[src/design/mcmn_pkg.sv]
// ----------------------------------------------------------------------------
// mcmn_pkg
// Shared types and constants for the mean-centering, max-abs scaling block.
// ----------------------------------------------------------------------------
package mcmn_pkg;

    localparam int MAX_POINTS_DEF  = 1024;
    localparam int MAX_DIMS_DEF    = 16;
    localparam int SAMPLE_BITS_DEF = 16;

    localparam int CFG_IDX_W  = 2;
    localparam int CFG_DATA_W = 11;
    localparam int DIMCNT_W   = 5;
    localparam int NORM_W     = 16;

    localparam logic [CFG_IDX_W-1:0] CFG_POINT_COUNT = CFG_IDX_W'(0);
    localparam logic [CFG_IDX_W-1:0] CFG_DIM_COUNT   = CFG_IDX_W'(1);

    localparam logic MODE_LOAD    = 1'b0;
    localparam logic MODE_REQUEST = 1'b1;

    typedef enum logic [3:0] {
        ST_SETTLE,
        ST_LOAD,
        ST_MEAN_START,
        ST_MEAN_WAIT,
        ST_SCAN,
        ST_DRAIN,
        ST_IDLE,
        ST_RD_DEV,
        ST_RD_DIV
    } state_t;

    typedef struct packed {
        logic restart;
        logic load_wr;
        logic idx_clr;
        logic idx_adv;
        logic j_clr;
        logic j_adv;
        logic mean_start;
        logic mean_wr;
        logic max_clr;
        logic scan_issue;
        logic rd_issue;
        logic norm_start;
        logic out_load;
    } cmd_t;

    typedef struct packed {
        logic cfg_hit;
        logic idx_last;
        logic j_last;
        logic div_done;
        logic out_free;
    } status_t;

endpackage

[src/design/mcmn_ctrl.sv]
// ----------------------------------------------------------------------------
// mcmn_ctrl
// Phase sequencer: load, per-dimension mean division, max scan, readout.
// ----------------------------------------------------------------------------
module mcmn_ctrl (
    input  logic              aclk,
    input  logic              aresetn,
    input  logic              s_valid,
    input  logic              s_mode,
    output logic              s_ready,
    input  mcmn_pkg::status_t status,
    output mcmn_pkg::cmd_t    cmd
);
    import mcmn_pkg::*;

    state_t state_reg;
    state_t state_next;
    logic   accept;

    assign accept = s_valid && s_ready;

    always_ff @(posedge aclk) begin
        if (!aresetn) begin
            state_reg <= ST_SETTLE;
        end else begin
            state_reg <= state_next;
        end
    end

    always_comb begin
        state_next = state_reg;
        cmd        = '0;
        s_ready    = 1'b0;
        case (state_reg)
            ST_SETTLE: begin
                state_next = ST_LOAD;
            end
            ST_LOAD: begin
                s_ready = 1'b1;
                // drop requests while loading
                if (accept && s_mode == MODE_LOAD) begin
                    cmd.load_wr = 1'b1;
                    if (status.idx_last) begin
                        cmd.idx_clr = 1'b1;
                        cmd.j_clr   = 1'b1;
                        state_next  = ST_MEAN_START;
                    end else begin
                        cmd.idx_adv = 1'b1;
                    end
                end
            end
            ST_MEAN_START: begin
                cmd.mean_start = 1'b1;
                state_next     = ST_MEAN_WAIT;
            end
            ST_MEAN_WAIT: begin
                if (status.div_done) begin
                    cmd.mean_wr = 1'b1;
                    if (status.j_last) begin
                        cmd.max_clr = 1'b1;
                        state_next  = ST_SCAN;
                    end else begin
                        cmd.j_adv  = 1'b1;
                        state_next = ST_MEAN_START;
                    end
                end
            end
            ST_SCAN: begin
                cmd.scan_issue = 1'b1;
                if (status.idx_last) begin
                    cmd.idx_clr = 1'b1;
                    state_next  = ST_DRAIN;
                end else begin
                    cmd.idx_adv = 1'b1;
                end
            end
            ST_DRAIN: begin
                state_next = ST_IDLE;
            end
            ST_IDLE: begin
                s_ready = 1'b1;
                // drop loads during readout
                if (accept && s_mode == MODE_REQUEST) begin
                    cmd.rd_issue = 1'b1;
                    state_next   = ST_RD_DEV;
                end
            end
            ST_RD_DEV: begin
                cmd.norm_start = 1'b1;
                state_next     = ST_RD_DIV;
            end
            ST_RD_DIV: begin
                if (status.div_done && status.out_free) begin
                    cmd.out_load = 1'b1;
                    if (status.idx_last) begin
                        cmd.restart = 1'b1;
                        state_next  = ST_LOAD;
                    end else begin
                        cmd.idx_adv = 1'b1;
                        state_next  = ST_IDLE;
                    end
                end
            end
            default: begin
                state_next = ST_SETTLE;
            end
        endcase
        if (status.cfg_hit) begin
            cmd.restart = 1'b1;
            state_next  = ST_SETTLE;
        end
    end

endmodule

[config.mk]
export PLATFORM = sky130hd
export DESIGN_NAME = mcmn_ctrl
export DESIGN_NICKNAME = d
export VERILOG_FILES = /design/src/design/mcmn_pkg.sv /design/src/design/mcmn_ctrl.sv
export SDC_FILE = /design/constraint.sdc
export NUM_CORES = 1
export LEC_CHECK = 0
export BUFFER_PORTS_ARGS = -buffer_cell sky130_fd_sc_hd__buf_2
export CORE_AREA = 10 10 47 49
export DETAILED_ROUTE_END_ITERATION = 8
export DIE_AREA = 0 0 57 59
export PLACE_DENSITY = 0.63
export SYNTH_ARGS = -nofsm -noshare
export SYNTH_HDL_FRONTEND = slang
export SYNTH_SLANG_ARGS = --single-unit
[constraint.sdc]
create_clock -name aclk -period 1.81 [get_ports aclk]
set_input_delay 0.181 -clock aclk [delete_from_list [all_inputs] [get_ports aclk]]
set_output_delay 0.181 -clock aclk [all_outputs]
set_load 0.01 [all_outputs]
==> metrics.txt <==
grt total ovfl 0; worst path cell trace and2b_4 > a21oi_1 > or3_1 > a21oi_1 > buf_2; skew final between 3 and 4 ps; vias per cell 5.36; Reg clk slew, reported paths around 40 ps; critical path depth 5; drt total wl ~1600 um; port bufs 22; CP Capture Type output port; synthesized area per cell slightly below 7 um^2; CTS Root Cell clkbuf_4; DRC 0; startpoint types flip-flop; leakage approximately 0.33 nW; nets roughly 110; hold endpoint state_reg[2]; Synth-to-Final Area Change 34.9%; worst path required time between 1500 and 2000 ps; DR vias approximately 620; largest net degree at the start of global routing 10; Clock Path Buffers 2; drt pass-1 iters 4; FF-to-FF Start state_reg[1]; worst reg2reg setup slack roughly 280 ps; fin crit share 0.956; Max-slew headroom 0.791; most used cell, CP a21oi_1; routability cong. between 0.9 and 1; grt met2 use 0.161; warnings from Yosys 0; Setup CP Type reg -> out; final antenna-violating net count 0; slowest stage delay, CP 350 ps; Tot GR Track Use 0.0889; hold path start aresetn; Post-DP HPWL about 1300 um; RSZ-0062 raised after global routing false; Syn Inst Count 74; FF+latch count, synth 4; sequential cell area fraction in the yosys report 0.158; Worst path slowest cell dfxtp_2; hold depth 3; pwr dens 488 nW/um^2; worst hold path type in -> reg; num rows 14; area of the multi-input gates about 390 um^2; Setup violations, final 0; CTS sink count 4; die height ~60 um; Post-synth EDFFs 0; layout filler cell count 163; Final min period 1730 ps; Synthesized Nets 83; post-synthesis cell type count 31; Die Area roughly 3400 um^2; grt met3 use 0.0322; worst vdd ir between 0.3 and 0.4 mV; Die X approximately 57 um; core area around 1400 um^2; async set or reset register ratio after synthesis 0; reg2reg end state_reg[2]; Largest register FFs 4; later-pin clock latency in the skew report 230 ps; WP buf/inv 1; vias in the first global route approximately 580; initial antenna violation count 0; busiest grt layer met2; status completed; ANT cells 0; TritonCTS clock tree done; Syn Std Cell Area around 500 um^2; Sequential Area 82.6 um^2; first-pass GRT wire length between 2000 and 3000 um; Final Hold Vio Count 0; Worst-Margin Slew between 300 and 400 ps; Hold Buf Count CTS 0; depth of the worst register-to-register path 5; Worst path top cell family by delay simple AND/OR/NAND/NOR gates; # IOs 23; CTS buffer count 3; Max Fanout on Critical Path 7; Starting Density 0.361; global-route met1 utilization 0.0959; top_reg_cell synth dfxtp_1; layout cells sized above 1 0.400; FMAX 578 MHz; setup_tns 0 ps; initial DRC count 3; CTS HTree Levels 1; Max Cap Viol 0; DR WL/cell between 10 and 15 um; final slew viol count 0; worst hold slack between 200 and 300 ps; Worst Path Arrival around 1600 ps
-- worst max-delay path by stage --
stage / startpoint / endpoint / slack (ps)
2_1_floorplan: state_reg[0] / cmd[9] / 310
3_3_place_gp: state_reg[0] / cmd[9] / 280
3_5_place_dp: state_reg[0] / cmd[9] / 270
4_1_cts: state_reg[0] / cmd[9] / 20
5_1_grt: state_reg[2] / cmd[9] / 5
6_report: state_reg[2] / cmd[9] / 80
-- logic make-up after synthesis --
logic type / after synthesis / share of synthesized area
compound gates: 21 / 0.292
buf+inv: 9 / 0.0767
flops: 4 / 0.158
mux: 2 / 0.0396
simple gates: 38 / 0.433
-- cells in the mapped netlist (3+ instances only) --
master,n,area (um^2)
a21oi_1,8,40.0
nor3_1,7,35.0
nor2_1,6,22.5
buf_2,4,20.0
dfxtp_1,4,80.1
inv_1,4,15.0
nand2_1,4,15.0
nand2b_1,4,25.0
nand3_1,3,15.0
or3_1,3,18.8
-- worst register-to-register path: stages (launching register included) --
cell and delay, ps:
dfxtp_1 440, nand2b_1 150, or3b_1 410, a21o_1 210, a21oi_2 150, a211oi_2 50
-- cell usage in the layout (no fill, tap or decap), drive strengths merged, types with 3 or more instances in the layout --
cell,n
a21oi,10
buf,28
clkbuf,3
dfxtp,4
inv,4
nand2,4
nand2b,4
nand3,3
nor2,6
nor3,7
o21ai,3
or3,3
-- routing by layer --
metal / up-vias / wire [um]
li1: 320 / -
met1: 290 / 668
met2: 12 / 819
met3: 0 / 74
met4: 0 / 0
met5: - / 0
-- area by class of cell --
cell class / count / share of cell area
clock buffer: 3 / 0.0330
tap: 16 / 0.0294
inverter: 4 / 0.0220
multi-input combinational: 61 / 0.567
timing repair buffer: 28 / 0.228
sequential: 4 / 0.121
-- where the power goes --
group          total, mW  leakage [nW]  internal, mW  switching (mW)
Clock              0.107        0.0138        0.0739          0.0326
Combinational      0.122         0.284        0.0567          0.0654
Sequential         0.104        0.0334        0.0945         0.00991
-- through the flow --
stage          power [mW]  instances  cell area (um^2)  setup slack, ps  utilization
2_1_floorplan       0.185         74               505              312            -
3_3_place_gp        0.225        113               657              278        0.469
3_5_place_dp        0.227        113               657              270        0.469
4_1_cts             0.337        116               679             18.4        0.485
5_1_grt             0.361        116               682             5.34        0.487
6_report            0.333        116               682             78.9        0.487
-- what timing repair did --
action,4_1_cts,5_1_grt
setup buffers,0,0
endpoints found under the setup margin,0,2
resized for setup,0,2
Power figures use the tool's default switching activity.
